$ cat src/rtl/ucs_pkg.sv
// Shared types and constants for the UTF-8 control character scrubber.
`timescale 1ns / 1ps

package ucs_pkg;

    // Byte that replaces every control sequence.
    localparam logic [7:0] SPACE_BYTE = 8'h20;

    // Most result bytes that one input byte can release.
    localparam int unsigned GROUP_MAX = 3;

    // One input request.
    typedef struct packed {
        logic [7:0] in_byte;
        logic       in_last;
    } in_item_t;

    // One result request.
    typedef struct packed {
        logic [7:0] out_byte;
        logic       out_last;
    } out_item_t;

    // Result bytes released by one input byte, oldest in entry zero.
    typedef struct packed {
        logic [1:0]                count;
        logic [GROUP_MAX-1:0][7:0] bytes;
        logic                      last;
    } group_t;

endpackage

$ cat src/rtl/ucs_front.sv
// Front end: takes input bytes, matches control sequences and forms result groups.
`timescale 1ns / 1ps

module ucs_front
(
    input  logic             clk,
    input  logic             rst_n,
    input  logic             accept,
    input  ucs_pkg::in_item_t in_data,
    output logic             grp_valid,
    output ucs_pkg::group_t  grp_data
);

    // Undecided lead bytes carried over to the next input byte.
    logic [1:0] held_count_reg;
    logic [1:0] held_count_next;
    logic [7:0] held_bytes_reg [2];
    logic [7:0] held_bytes_next [2];

    // Scan window: held bytes followed by the new byte, padded to four entries.
    logic [7:0] scan_b [4];
    logic [1:0] scan_n;
    logic [1:0] pos;
    logic [1:0] rem;
    logic [1:0] cnt;
    logic       done;
    logic [7:0] c0;
    logic [7:0] c1;
    logic [7:0] c2;
    logic [ucs_pkg::GROUP_MAX-1:0][7:0] obytes;

    function automatic logic is_ascii_ctl(input logic [7:0] c);
        is_ascii_ctl = (c < 8'h20) || (c == 8'h7f);
    endfunction

    function automatic logic match_two(input logic [7:0] a, input logic [7:0] b);
        match_two = ((a == 8'hc2) && (b >= 8'h80) && (b <= 8'h9f)) ||
                    ((a == 8'hd8) && (b == 8'h9c));
    endfunction

    function automatic logic match_three(input logic [7:0] a, input logic [7:0] b,
                                         input logic [7:0] c);
        match_three = (a == 8'he2) &&
                      (((b == 8'h80) && (((c >= 8'h8b) && (c <= 8'h8f)) ||
                                         ((c >= 8'ha8) && (c <= 8'hae)))) ||
                       ((b == 8'h81) && (c >= 8'ha6) && (c <= 8'ha9)));
    endfunction

    // True when the remaining one or two bytes may still grow into a match.
    function automatic logic could_match(input logic [7:0] a, input logic [7:0] b,
                                         input logic [1:0] n);
        if (n == 2'd1)
        begin
            could_match = (a == 8'hc2) || (a == 8'hd8) || (a == 8'he2);
        end
        else if (n == 2'd2)
        begin
            could_match = (a == 8'he2) && ((b == 8'h80) || (b == 8'h81));
        end
        else
        begin
            could_match = 1'b0;
        end
    endfunction

    // Build the scan window from the held prefix and the new byte.
    always_comb
    begin
        scan_b[0] = in_data.in_byte;
        scan_b[1] = 8'h00;
        scan_b[2] = 8'h00;
        scan_b[3] = 8'h00;
        scan_n    = 2'd1;
        case (held_count_reg)
            2'd0:
            begin
                scan_b[0] = in_data.in_byte;
                scan_n    = 2'd1;
            end
            2'd1:
            begin
                scan_b[0] = held_bytes_reg[0];
                scan_b[1] = in_data.in_byte;
                scan_n    = 2'd2;
            end
            default:
            begin
                scan_b[0] = held_bytes_reg[0];
                scan_b[1] = held_bytes_reg[1];
                scan_b[2] = in_data.in_byte;
                scan_n    = 2'd3;
            end
        endcase
    end

    // Walk the window: each step releases one byte or parks the rest as a prefix.
    always_comb
    begin
        pos             = 2'd0;
        cnt             = 2'd0;
        done            = 1'b0;
        rem             = 2'd0;
        c0              = 8'h00;
        c1              = 8'h00;
        c2              = 8'h00;
        obytes          = '0;
        held_count_next = 2'd0;
        held_bytes_next = held_bytes_reg;
        for (int i = 0; i < ucs_pkg::GROUP_MAX; i++)
        begin
            if (!done && (pos < scan_n))
            begin
                rem = scan_n - pos;
                c0  = scan_b[pos];
                c1  = scan_b[pos + 2'd1];
                c2  = scan_b[pos + 2'd2];
                if (is_ascii_ctl(c0))
                begin
                    obytes[cnt] = ucs_pkg::SPACE_BYTE;
                    cnt         = cnt + 2'd1;
                    pos         = pos + 2'd1;
                end
                else if ((rem >= 2'd2) && match_two(c0, c1))
                begin
                    obytes[cnt] = ucs_pkg::SPACE_BYTE;
                    cnt         = cnt + 2'd1;
                    pos         = pos + 2'd2;
                end
                else if ((rem == 2'd3) && match_three(c0, c1, c2))
                begin
                    obytes[cnt] = ucs_pkg::SPACE_BYTE;
                    cnt         = cnt + 2'd1;
                    pos         = pos + 2'd3;
                end
                else if (!in_data.in_last && could_match(c0, c1, rem))
                begin
                    held_bytes_next[0] = c0;
                    held_bytes_next[1] = c1;
                    held_count_next    = rem;
                    done               = 1'b1;
                end
                else
                begin
                    obytes[cnt] = c0;
                    cnt         = cnt + 2'd1;
                    pos         = pos + 2'd1;
                end
            end
        end
    end

    // Group handed to the queue; a fully parked byte releases nothing.
    assign grp_valid      = accept && (cnt != 2'd0);
    assign grp_data.count = cnt;
    assign grp_data.bytes = obytes;
    assign grp_data.last  = in_data.in_last;

    // Prefix count register.
    always_ff @(posedge clk or negedge rst_n)
    begin
        if (!rst_n)
        begin
            held_count_reg <= 2'd0;
        end
        else if (accept)
        begin
            held_count_reg <= held_count_next;
        end
    end

    // Prefix bytes carry no reset; only the count says which are meaningful.
    always_ff @(posedge clk)
    begin
        if (accept)
        begin
            held_bytes_reg <= held_bytes_next;
        end
    end

`ifndef SYNTHESIS
    // At most two lead bytes are ever parked.
    a_held_bound: assert property (@(posedge clk) disable iff (!rst_n)
        held_count_reg != 2'd3)
        else $error("ucs_front: prefix count out of range");

    // The end of a string leaves nothing parked.
    a_last_flushes: assert property (@(posedge clk) disable iff (!rst_n)
        (accept && in_data.in_last) |=> (held_count_reg == 2'd0))
        else $error("ucs_front: prefix kept past end of string");
`endif

endmodule

$ cat src/rtl/ucs_fifo.sv
// Short queue of result groups between the front end and the back end.
`timescale 1ns / 1ps

module ucs_fifo #(
    parameter int unsigned DEPTH = 4
)
(
    input  logic            clk,
    input  logic            rst_n,
    input  logic            wr_en,
    input  ucs_pkg::group_t wr_data,
    output logic            full,
    output logic            rd_valid,
    input  logic            rd_en,
    output ucs_pkg::group_t rd_data
);

    localparam int unsigned PTR_W = (DEPTH > 1) ? $clog2(DEPTH) : 1;
    localparam int unsigned CNT_W = $clog2(DEPTH + 1);
    localparam logic [PTR_W-1:0] LAST_PTR = PTR_W'(DEPTH - 1);
    localparam logic [CNT_W-1:0] FULL_CNT = CNT_W'(DEPTH);

    ucs_pkg::group_t   mem_reg [DEPTH];
    logic [PTR_W-1:0]  wr_ptr_reg;
    logic [PTR_W-1:0]  wr_ptr_next;
    logic [PTR_W-1:0]  rd_ptr_reg;
    logic [PTR_W-1:0]  rd_ptr_next;
    logic [CNT_W-1:0]  count_reg;
    logic [CNT_W-1:0]  count_next;
    logic              do_wr;
    logic              do_rd;

    assign full     = (count_reg == FULL_CNT);
    assign rd_valid = (count_reg != '0);
    assign rd_data  = mem_reg[rd_ptr_reg];
    assign do_wr    = wr_en && !full;
    assign do_rd    = rd_en && rd_valid;

    // Pointer and occupancy updates.
    always_comb
    begin
        wr_ptr_next = wr_ptr_reg;
        rd_ptr_next = rd_ptr_reg;
        count_next  = count_reg;
        if (do_wr)
        begin
            wr_ptr_next = (wr_ptr_reg == LAST_PTR) ? '0 : wr_ptr_reg + 1'b1;
        end
        if (do_rd)
        begin
            rd_ptr_next = (rd_ptr_reg == LAST_PTR) ? '0 : rd_ptr_reg + 1'b1;
        end
        if (do_wr && !do_rd)
        begin
            count_next = count_reg + 1'b1;
        end
        else if (do_rd && !do_wr)
        begin
            count_next = count_reg - 1'b1;
        end
    end

    always_ff @(posedge clk or negedge rst_n)
    begin
        if (!rst_n)
        begin
            wr_ptr_reg <= '0;
            rd_ptr_reg <= '0;
            count_reg  <= '0;
        end
        else
        begin
            wr_ptr_reg <= wr_ptr_next;
            rd_ptr_reg <= rd_ptr_next;
            count_reg  <= count_next;
        end
    end

    // Storage holds payload only.
    always_ff @(posedge clk)
    begin
        if (do_wr)
        begin
            mem_reg[wr_ptr_reg] <= wr_data;
        end
    end

`ifndef SYNTHESIS
    // Occupancy never passes the depth.
    a_count_bound: assert property (@(posedge clk) disable iff (!rst_n)
        count_reg <= FULL_CNT)
        else $error("ucs_fifo: occupancy beyond depth");
`endif

endmodule

$ cat src/rtl/ucs_back.sv
// Back end: unpacks result groups and presents one byte at a time in an output register.
`timescale 1ns / 1ps

module ucs_back
(
    input  logic               clk,
    input  logic               rst_n,
    input  logic               grp_valid,
    input  ucs_pkg::group_t    grp_data,
    output logic               grp_take,
    output logic               empty,
    input  logic               pop,
    output ucs_pkg::out_item_t out_data
);

    // Group being unpacked and the index of its next byte.
    logic              cur_valid_reg;
    logic              cur_valid_next;
    ucs_pkg::group_t   cur_reg;
    logic [1:0]        idx_reg;
    logic [1:0]        idx_next;

    // Output register.
    logic               out_valid_reg;
    logic               out_valid_next;
    ucs_pkg::out_item_t out_reg;

    logic out_free;
    logic emit;
    logic at_end;
    logic cur_done;

    assign empty    = !out_valid_reg;
    assign out_data = out_reg;
    assign out_free = !out_valid_reg || pop;
    assign emit     = cur_valid_reg && out_free;
    assign at_end   = (idx_reg == (cur_reg.count - 2'd1));
    assign cur_done = emit && at_end;
    assign grp_take = grp_valid && (!cur_valid_reg || cur_done);

    // Next state of the unpacking stage and the output register.
    always_comb
    begin
        cur_valid_next = cur_valid_reg;
        idx_next       = idx_reg;
        out_valid_next = out_valid_reg;
        if (emit)
        begin
            idx_next = idx_reg + 2'd1;
        end
        if (grp_take)
        begin
            cur_valid_next = 1'b1;
            idx_next       = 2'd0;
        end
        else if (cur_done)
        begin
            cur_valid_next = 1'b0;
        end
        if (emit)
        begin
            out_valid_next = 1'b1;
        end
        else if (pop)
        begin
            out_valid_next = 1'b0;
        end
    end

    always_ff @(posedge clk or negedge rst_n)
    begin
        if (!rst_n)
        begin
            cur_valid_reg <= 1'b0;
            idx_reg       <= 2'd0;
            out_valid_reg <= 1'b0;
        end
        else
        begin
            cur_valid_reg <= cur_valid_next;
            idx_reg       <= idx_next;
            out_valid_reg <= out_valid_next;
        end
    end

    // Payload registers.
    always_ff @(posedge clk)
    begin
        if (grp_take)
        begin
            cur_reg <= grp_data;
        end
        if (emit)
        begin
            out_reg.out_byte <= cur_reg.bytes[idx_reg];
            out_reg.out_last <= cur_reg.last && at_end;
        end
    end

`ifndef SYNTHESIS
    // The byte index stays inside the group being unpacked.
    a_idx_bound: assert property (@(posedge clk) disable iff (!rst_n)
        cur_valid_reg |-> (idx_reg < cur_reg.count))
        else $error("ucs_back: byte index beyond group");

    // A new group is only taken once the current one has gone out.
    a_take_order: assert property (@(posedge clk) disable iff (!rst_n)
        (grp_take && cur_valid_reg) |-> cur_done)
        else $error("ucs_back: group overwritten before it was sent");
`endif

endmodule

$ cat src/rtl/utf8_control_char_scrubber_unit.sv
// Top level of the UTF-8 control character scrubber.
`timescale 1ns / 1ps

// Usage:
//   Input queue side: drive in_data and raise push; a request is taken at a
//   rising edge with push high and full low. in_last marks a string's end.
//   Result queue side: while empty is low, out_data holds the oldest result;
//   it is taken at a rising edge with pop high.
//   Each input byte releases zero to three result bytes. Control bytes and
//   the listed control sequences come out as a single space; up to two lead
//   bytes are held back until they can be classified, and a string's end
//   releases whatever is held.
//   Path: a released byte passes from the group queue through the unpacking
//   register into the output register, which drives out_data.
//   Throughput: one input byte per cycle while full is low, bounded by the
//   back end, which sends one result byte per cycle while the result side pops;
//   a group of several bytes occupies it while the group queue absorbs further input.
//   Stalls: when pop stays low the output register holds, the group queue
//   fills and full rises; nothing is dropped.
//   Reset: rst_n clears the held prefix, the group queue and the output
//   register; the block accepts input from the first edge after reset.
module utf8_control_char_scrubber_unit #(
    parameter int unsigned QUEUE_DEPTH = 4
)
(
    input  logic               clk,
    input  logic               rst_n,
    input  logic               push,
    output logic               full,
    input  ucs_pkg::in_item_t  in_data,
    output logic               empty,
    input  logic               pop,
    output ucs_pkg::out_item_t out_data
);

    logic            accept;
    logic            grp_valid;
    ucs_pkg::group_t grp_data;
    logic            q_valid;
    ucs_pkg::group_t q_data;
    logic            q_take;

    assign accept = push && !full;

    // Classification of incoming bytes.
    ucs_front u_front (
        .clk       (clk),
        .rst_n     (rst_n),
        .accept    (accept),
        .in_data   (in_data),
        .grp_valid (grp_valid),
        .grp_data  (grp_data)
    );

    // Decoupling queue of result groups.
    ucs_fifo #(
        .DEPTH (QUEUE_DEPTH)
    ) u_fifo (
        .clk      (clk),
        .rst_n    (rst_n),
        .wr_en    (grp_valid),
        .wr_data  (grp_data),
        .full     (full),
        .rd_valid (q_valid),
        .rd_en    (q_take),
        .rd_data  (q_data)
    );

    // Byte-by-byte delivery.
    ucs_back u_back (
        .clk       (clk),
        .rst_n     (rst_n),
        .grp_valid (q_valid),
        .grp_data  (q_data),
        .grp_take  (q_take),
        .empty     (empty),
        .pop       (pop),
        .out_data  (out_data)
    );

endmodule
$ cat config.mk
export PLATFORM = sky130hd
export DESIGN_NAME = utf8_control_char_scrubber_unit
export DESIGN_NICKNAME = d
export VERILOG_FILES = /design/src/rtl/ucs_pkg.sv /design/src/rtl/ucs_front.sv /design/src/rtl/ucs_fifo.sv /design/src/rtl/ucs_back.sv /design/src/rtl/utf8_control_char_scrubber_unit.sv
export SDC_FILE = /design/constraint.sdc
export NUM_CORES = 1
export LEC_CHECK = 0
export BUFFER_PORTS_ARGS = -buffer_cell sky130_fd_sc_hd__buf_2
export CAP_MARGIN = 20
export CORE_MARGIN = 2
export CORE_UTILIZATION = 57
export CTS_BUF_LIST = sky130_fd_sc_hd__clkbuf_8 sky130_fd_sc_hd__clkbuf_16
export DETAILED_ROUTE_END_ITERATION = 7
export PLACE_DENSITY = 0.77
export SYNTH_ARGS = -nofsm -noshare
export SYNTH_HDL_FRONTEND = slang
export SYNTH_SLANG_ARGS = --single-unit
$ cat constraint.sdc
create_clock -name clk -period 7.5 [get_ports clk]
set_input_delay 1.5 -clock clk [delete_from_list [all_inputs] [get_ports clk]]
set_output_delay 1.5 -clock clk [all_outputs]
set_load 0.02 [all_outputs]
Word-level counts from Yosys, hierarchy flattened
Memory sizes are Yosys's and may differ from the RTL's. A register that Yosys moved wholly into a read port is not among the register bits.
Index checks and enable logic that the tools add are counted.

cells by class
  $add $sub $neg = 15
  magnitude comparators = 44
  eq/ne operators = 35
  mux-type cells = 139
  bitwise gates (word level) = 12
  reduce and logical (&&, ||, !) cells = 92

operators by type and width
  operator               number
  $mux W16               15
  $mux W24               10
  $mux W8                22
  $eq A8 B8 Y1 const B   18
  $bmux W8 S2            7
  $ge A8 B8 Y1 const B   12
  $le A8 B8 Y1 const B   12
  $mux W2                42
  $logic_and A1 B1 Y1    53
  $bwmux W24             2
  $not A21 Y21           2
  $mux W1                35
  $demux W8 S2           2
  $eq A8 B7 Y1 const B   3
  $lt A8 B6 Y1 const B   3
  $logic_or A1 B1 Y1     23
  $and A21 B21 Y21       1
  $and A7 B21 Y21        1
  $ge A3 B3 Y1 const B   6
  $not A2 Y3             6
  $eq A2 B2 Y1 const B   8
  $pmux W8 S2            1
  $add A2 B1 Y2 const B  7
  $reduce_bool A2 Y1     5
  other kinds (21)       41

word-level totals
  flip-flop bits (word level) = 38
  RAM bits = 108
  word-level logic and storage cells = 349
  memories = 1

memories
  memory          depth  width  read ports  clocked after Yosys merged registers in  write ports  RTL line        source
  u_fifo.mem_reg  4      27     1           1                                        1            ucs_fifo.sv:23  ucs_pkg::group_t mem_reg [DEPTH];

Logic depth before layout (Yosys ltp)
  depth in word-level cells = 71
  depth in mapped cells = 33
  gate-level depth less buffers = 28

Cells and area by module
From an unflattened synthesis, not the netlist that was laid out.

unflattened totals
  cell total of the unflattened synthesis = 807
  area total of the unflattened synthesis = 9863.2 sq um

modules (own cells, without submodules)
  module                           times used  cells each  area an instance (sq um)  seq. area each (sq um)
  ucs_fifo                         1           178         4364.2                    3418.3
  ucs_front                        1           539         3990.1                    530.5
  ucs_back                         1           89          1495.2                    1181.1
  utf8_control_char_scrubber_unit  1           1           13.8                      0.0

Worst setup path after synthesis
OpenSTA, ideal clock, no wires.

  kind = input port to flip-flop
  start = input in_data[4] (netlist name)
  end = register u_fifo.count_reg[2]
  setup time = 0.079 ns
  data arrival time = 7.913 ns
  setup slack = -0.492 ns
  stages = 30
  cells stage by stage = buf_2 -> or3_1 -> o32a_1 -> nor3_2 -> nand2_1 -> a21oi_1 -> nor2_1 -> ha_1 -> fa_1 -> nor2b_1 -> a31o_2 -> o2111a_1 -> o21a_1 -> buf_6 -> inv_2 -> buf_1 -> clkbuf_1 -> fa_1 -> nor4b_1 -> nand3_1 -> a211o_1 -> buf_6 -> and2_4 -> mux2i_4 -> ha_1 -> inv_1 -> fa_1 -> xor2_1 -> nor2_1 -> xor2_1

on the way
  word-level cells in the longest chain between the ends = 62
  elaborated cells on any way between the ends = 218
  classes of those cells = add/sub (9); order compare (31); eq/ne (27); mux (74); bitwise (6); reduce/logical (71)

RTL lines
  item                             RTL line                                           source
  from (decl)                      utf8_control_char_scrubber_unit.sv:30              input ucs_pkg::in_item_t in_data,
  $pmux W8 S2                      ucs_front.sv:74                                    case (held_count_reg)
  $eq A8 B8 Y1 (on tied branches)  ucs_front.sv:44, ucs_front.sv:58, ucs_front.sv:46
  $logic_or A1 B1 Y1               ucs_front.sv:58                                    could_match = (a == 8'he2) && ((b == 8'h80) || (b == 8'h81));
  $logic_and A1 B1 Y1              ucs_front.sv:58
  $mux W1                          ucs_front.sv:56                                    else if (n == 2'd2)
  $mux W1                          ucs_front.sv:52                                    if (n == 2'd1)
  $mux W1                          ucs_front.sv:129                                   else if ((rem == 2'd3) && match_three(c0, c1, c2))
  $mux W1                          ucs_front.sv:123                                   else if ((rem >= 2'd2) && match_two(c0, c1))
  [... 47 more ...]                n/a
  $mux W2 (*)                      ucs_front.sv:111                                   if (!done && (pos < scan_n))
  $reduce_bool A2 Y1 (*)           ucs_front.sv:153                                   assign grp_valid = accept && (cnt != 2'd0);
  $logic_and A1 B1 Y1 (*)          ucs_front.sv:153
  $logic_and A1 B1 Y1 (*)          ucs_fifo.sv:36                                     assign do_wr = wr_en && !full;
  named net u_fifo.do_wr           ucs_fifo.sv:30                                     logic do_wr;
  $logic_not A1 Y1                 ucs_fifo.sv:57                                     else if (do_rd && !do_wr)
  $logic_and A1 B1 Y1              ucs_fifo.sv:57
  $reduce_bool A2 Y1 (no line)     n/a
  to (signal assigned)             ucs_fifo.sv:75                                     count_reg <= count_next;
  to (decl)                        ucs_fifo.sv:28                                     logic [CNT_W-1:0] count_reg;

The timed path passes the listed nets; every way through them passes the cells marked *. The select of a mux whose other input is x is not followed.
A chain may end at the register's enable or synchronous reset.

==> impl.org <==
** Place
- Routability-driven placement finished with a final weighted congestion of 1.03.
- Number of cells in the design after placement :: 1003
- Detail Placement HPWL :: 19200 um
- The count of buffers added on input and output ports is 23.
- Area after detailed placement :: 9970 um2
- Pre-CTS setup slack :: 0.0435 ns

** Logic synthesis
- Synthesis inferred 173 register bits.
- Cells taking the most area after synthesis :: sky130_fd_sc_hd__edfxtp_1 (52%), sky130_fd_sc_hd__mux4_2 (6.6%), sky130_fd_sc_hd__nand2_1 (3.8%), sky130_fd_sc_hd__dfrtp_1 (3.5%), sky130_fd_sc_hd__mux2i_1 (2.4%)
- For this run, the number of Yosys warnings is 0.
- Number of distinct library cell variants in the gate-level netlist after synthesis :: 84
- Post-synthesis cell count :: 737
- Main synth FF type :: sky130_fd_sc_hd__edfxtp_1
- Counting flops with an async set or reset pin after synthesis yields a share of 7.51%.
- Post-synth EDFFs :: 160
- Proportion of netlist area held by the largest area contributor :: 52.4%
- Each instance of the synthesized netlist takes up on average 12.5 um2.
- For this run, the register share of the synthesized area comes to 55.9%.
- Cell taking the most area after synthesis :: sky130_fd_sc_hd__edfxtp_1
- Summing every instance area after synthesis gives 9180 um2.
- Nets in the synthesized netlist :: 767

** Timing
- After layout, the minimum clock period comes to 7.16 ns.
- Hold is met by 0.509 ns.
- RSZ-0062 raised after global routing :: no
- Setup violators final :: 0
- Of the available clock period, the critical path in the final layout requires 95.4%.
- Measured against its own limit, the worst slew margin works out to 32.1%.
- In the final timing run, aggregate negative setup slack is 0 ns.
- The clock arrives with 0.0186 ns of skew.
- Setup slack on the critical path of the routed design comes to 0.343 ns.
- Slew at the pin closest to its max-slew limit :: 1.02 ns
- The final number of max-transition violations came to 0.
- The final number of hold-violating endpoints is 0.
- Max frequency :: 0.140 GHz

** Global routing
- Global routing consumed, over all layers together, 34.6% of the routing resources.
- Vias in the first global route :: 6756
- Maximum number of pins on one net before global-route repair :: 44
- Global-route wire length before repair :: 42000 um
- The total overflow left after global routing is 0.
- The initial antenna violation count was 0.

** Finish
- Most common library cell in the layout ignoring fill and taps :: sky130_fd_sc_hd__edfxtp_1
- Cell Count, Final, Fillers Out :: 1036
- Fill cells in the final layout number 1118.
- The finished cells cover 10600 um2.
- Relative area change from synthesis to final layout :: 15.3%
- The register with the most flip-flops in the layout has 108 of them.
- In the layout the commonest cells are sky130_fd_sc_hd__edfxtp_1 (160), sky130_fd_sc_hd__nand2_1 (92), sky130_fd_sc_hd__buf_4 (62), sky130_fd_sc_hd__nor2_1 (47), sky130_fd_sc_hd__o21ai_0 (41).
- Fraction of the core area covered by cells at the end of the flow :: 66.9%
- Share of layout cells above drive strength 1 :: 24.8%
- The number of antenna diodes in the final layout is 0.
- After the last flow step, the layout net total stands at 837.

** Pwr
- Power spread over the standard cell area amounts to 458 nW/um2.
- Leakage power summed over all cells :: 3.85 nW
- Total power :: 4.84 mW
- IR analysis of the VDD net gives a maximum drop of 255 uV.

** Die
- 24 I/O pins were placed.
- Die Wd :: 131 um
- Area enclosed by the die boundary :: 17100 um2
- Die Ht :: 131 um
- For this configuration, the core starts out at a cell density of 58.0%.
- Area inside the core boundary :: 15800 um2
- The floorplan has 46 rows.

** Detailed routing
- Drt initial violations :: 654
- The final route contains 6850 vias.
- DRC violation count after routing :: 0
- After detailed routing, the average wire length per cell comes to 27.1 um.
- In the routed layout, each cell is associated on average with a via count of 6.61.
- The count of nets left with antenna violations once routing finished came out at 0.
- Pre-Repair DR Iteration Count :: 5
- For this block, the routed nets add up to 28000 um of wire.

** Clock network
- Clock-pin slew was measured on the worst setup and hold paths at 0.07 ns.
- Max clock buf depth :: 2
- Clock latency of the later-clocked register in the worst-skew pair :: 0.43 ns
- After clock tree synthesis, the flow added hold-fix buffers numbering 0.
- TritonCTS built the clock tree.
- Number of sinks handled by clock tree synthesis :: 173
- In this run the number of H-tree levels came out at 4.
- Counting the buffers created by CTS gives 17.
- Root Buffer Master :: sky130_fd_sc_hd__clkbuf_16
- Post-CTS setup buffer count :: 0
- Gates resized during post-CTS repair numbered 0.

** Setup path
- Worst setup path class :: in -> reg
- For the worst setup path, the data arrival time is 7.28 ns.
- Worst setup SP type :: input pin
- The worst setup path is captured at a flop.
- CP required :: 7.62 ns
- Critical path fanouts, max :: 10

** Job
- Max-cap violations in this run came to 0.

** Run status
- Result of the run :: finished clean

** Hold path
- In this run the worst hold path is classified as reg -> reg.
## cell type report
class	count	area, um2	share of cell area (%)
Clock buffer	17	425	4.02
Clock inverter	15	160	1.51
Inverter	22	85.1	0.804
Multi-Input combinational cell	503	3820	36.1
Sequential cell	173	5130	48.5
Tap cell	216	270	2.55
Timing Repair Buffer	90	688	6.50
## cell usage after synthesis, types with 5 or more instances
cell type / n
sky130_fd_sc_hd__inv_1: 20
sky130_fd_sc_hd__o32ai_1: 5
sky130_fd_sc_hd__and2_1: 16
sky130_fd_sc_hd__nand3_1: 18
sky130_fd_sc_hd__nor3_1: 17
sky130_fd_sc_hd__a211oi_1: 5
sky130_fd_sc_hd__nor2_1: 49
sky130_fd_sc_hd__o22ai_1: 6
sky130_fd_sc_hd__a31oi_1: 5
sky130_fd_sc_hd__mux4_2: 27
sky130_fd_sc_hd__mux2i_1: 22
sky130_fd_sc_hd__edfxtp_1: 160
sky130_fd_sc_hd__o2111ai_1: 5
sky130_fd_sc_hd__o31ai_1: 7
sky130_fd_sc_hd__buf_6: 8
sky130_fd_sc_hd__dfrtp_1: 13
sky130_fd_sc_hd__o21ai_0: 41
sky130_fd_sc_hd__clkbuf_1: 19
sky130_fd_sc_hd__a21oi_1: 32
sky130_fd_sc_hd__nor2b_1: 5
sky130_fd_sc_hd__mux2_4: 5
sky130_fd_sc_hd__nand2b_1: 10
sky130_fd_sc_hd__buf_2: 8
sky130_fd_sc_hd__nor4b_1: 5
sky130_fd_sc_hd__or3_1: 7
sky130_fd_sc_hd__nand2_1: 93
sky130_fd_sc_hd__nand4_1: 7
sky130_fd_sc_hd__ha_1: 14
## logic make-up after synthesis
family | share of synthesized area (%)
adders and majority gates | 2.56
muxes | 10.7
AOI/OAI and AO/OA | 12.2
buffers and inverters | 3.29
and+or+nand+nor | 14.6
xor gates and xnor gates | 0.668
DFF | 55.9
## worst paths after layout
| check | start | to | slack (ns) | cells after the start |
|---|---|---|---|---|
| setup / recovery | in_data[6] | u_fifo.mem_reg[2][5] | 0.34 | 21 |
| hold / removal | u_fifo.count_reg[2] | u_fifo.count_reg[2] | 0.51 | 1 |
| setup reg to reg | u_front.held_count_reg[0] | u_fifo.mem_reg[2][5] | 0.68 | 21 |
| hold reg to reg | u_fifo.count_reg[2] | u_fifo.count_reg[2] | 0.51 | 1 |
| max in group asynchronous | rst_n | u_fifo.rd_ptr_reg[0] | 6.27 | 1 |
| min in group asynchronous | rst_n | u_fifo.wr_ptr_reg[1] | 0.96 | 1 |
## layer usage
metal | track usage, % | wire length [um] | vias up
li1 | - | - | 2969
met1 | 43.2 | 10700 | 3381
met2 | 59.7 | 14200 | 404
met3 | 5.74 | 1780 | 96
met4 | 15.6 | 1340 | 0
met5 | 0 | 0 | -
## power breakdown
part	leakage [nW]	switching [mW]	internal [mW]
registers	1.66	0.208	1.58
logic	1.90	1.33	0.840
clock network	0.293	0.390	0.497
## worst max-delay path: stages
cell and delay (ns):
sky130_fd_sc_hd__buf_2 0.12, sky130_fd_sc_hd__buf_4 0.16, sky130_fd_sc_hd__mux2i_1 0.38, sky130_fd_sc_hd__nor3_4 0.09
sky130_fd_sc_hd__buf_4 0.17, sky130_fd_sc_hd__a32oi_1 0.47, sky130_fd_sc_hd__o21a_1 0.36, sky130_fd_sc_hd__mux2_4 0.35
sky130_fd_sc_hd__nor3_1 0.37, sky130_fd_sc_hd__o211ai_2 0.18, sky130_fd_sc_hd__and4b_1 0.24, sky130_fd_sc_hd__a31oi_2 0.17
sky130_fd_sc_hd__inv_1 0.11, sky130_fd_sc_hd__ha_4 0.17, sky130_fd_sc_hd__fa_1 0.57, sky130_fd_sc_hd__nor2b_1 0.20
sky130_fd_sc_hd__a41oi_1 0.13, sky130_fd_sc_hd__a211o_1 0.31, sky130_fd_sc_hd__buf_4 0.18, sky130_fd_sc_hd__and3_1 0.31
sky130_fd_sc_hd__o32ai_1 0.71
No activity file was read; power rests on OpenSTA's default activity.
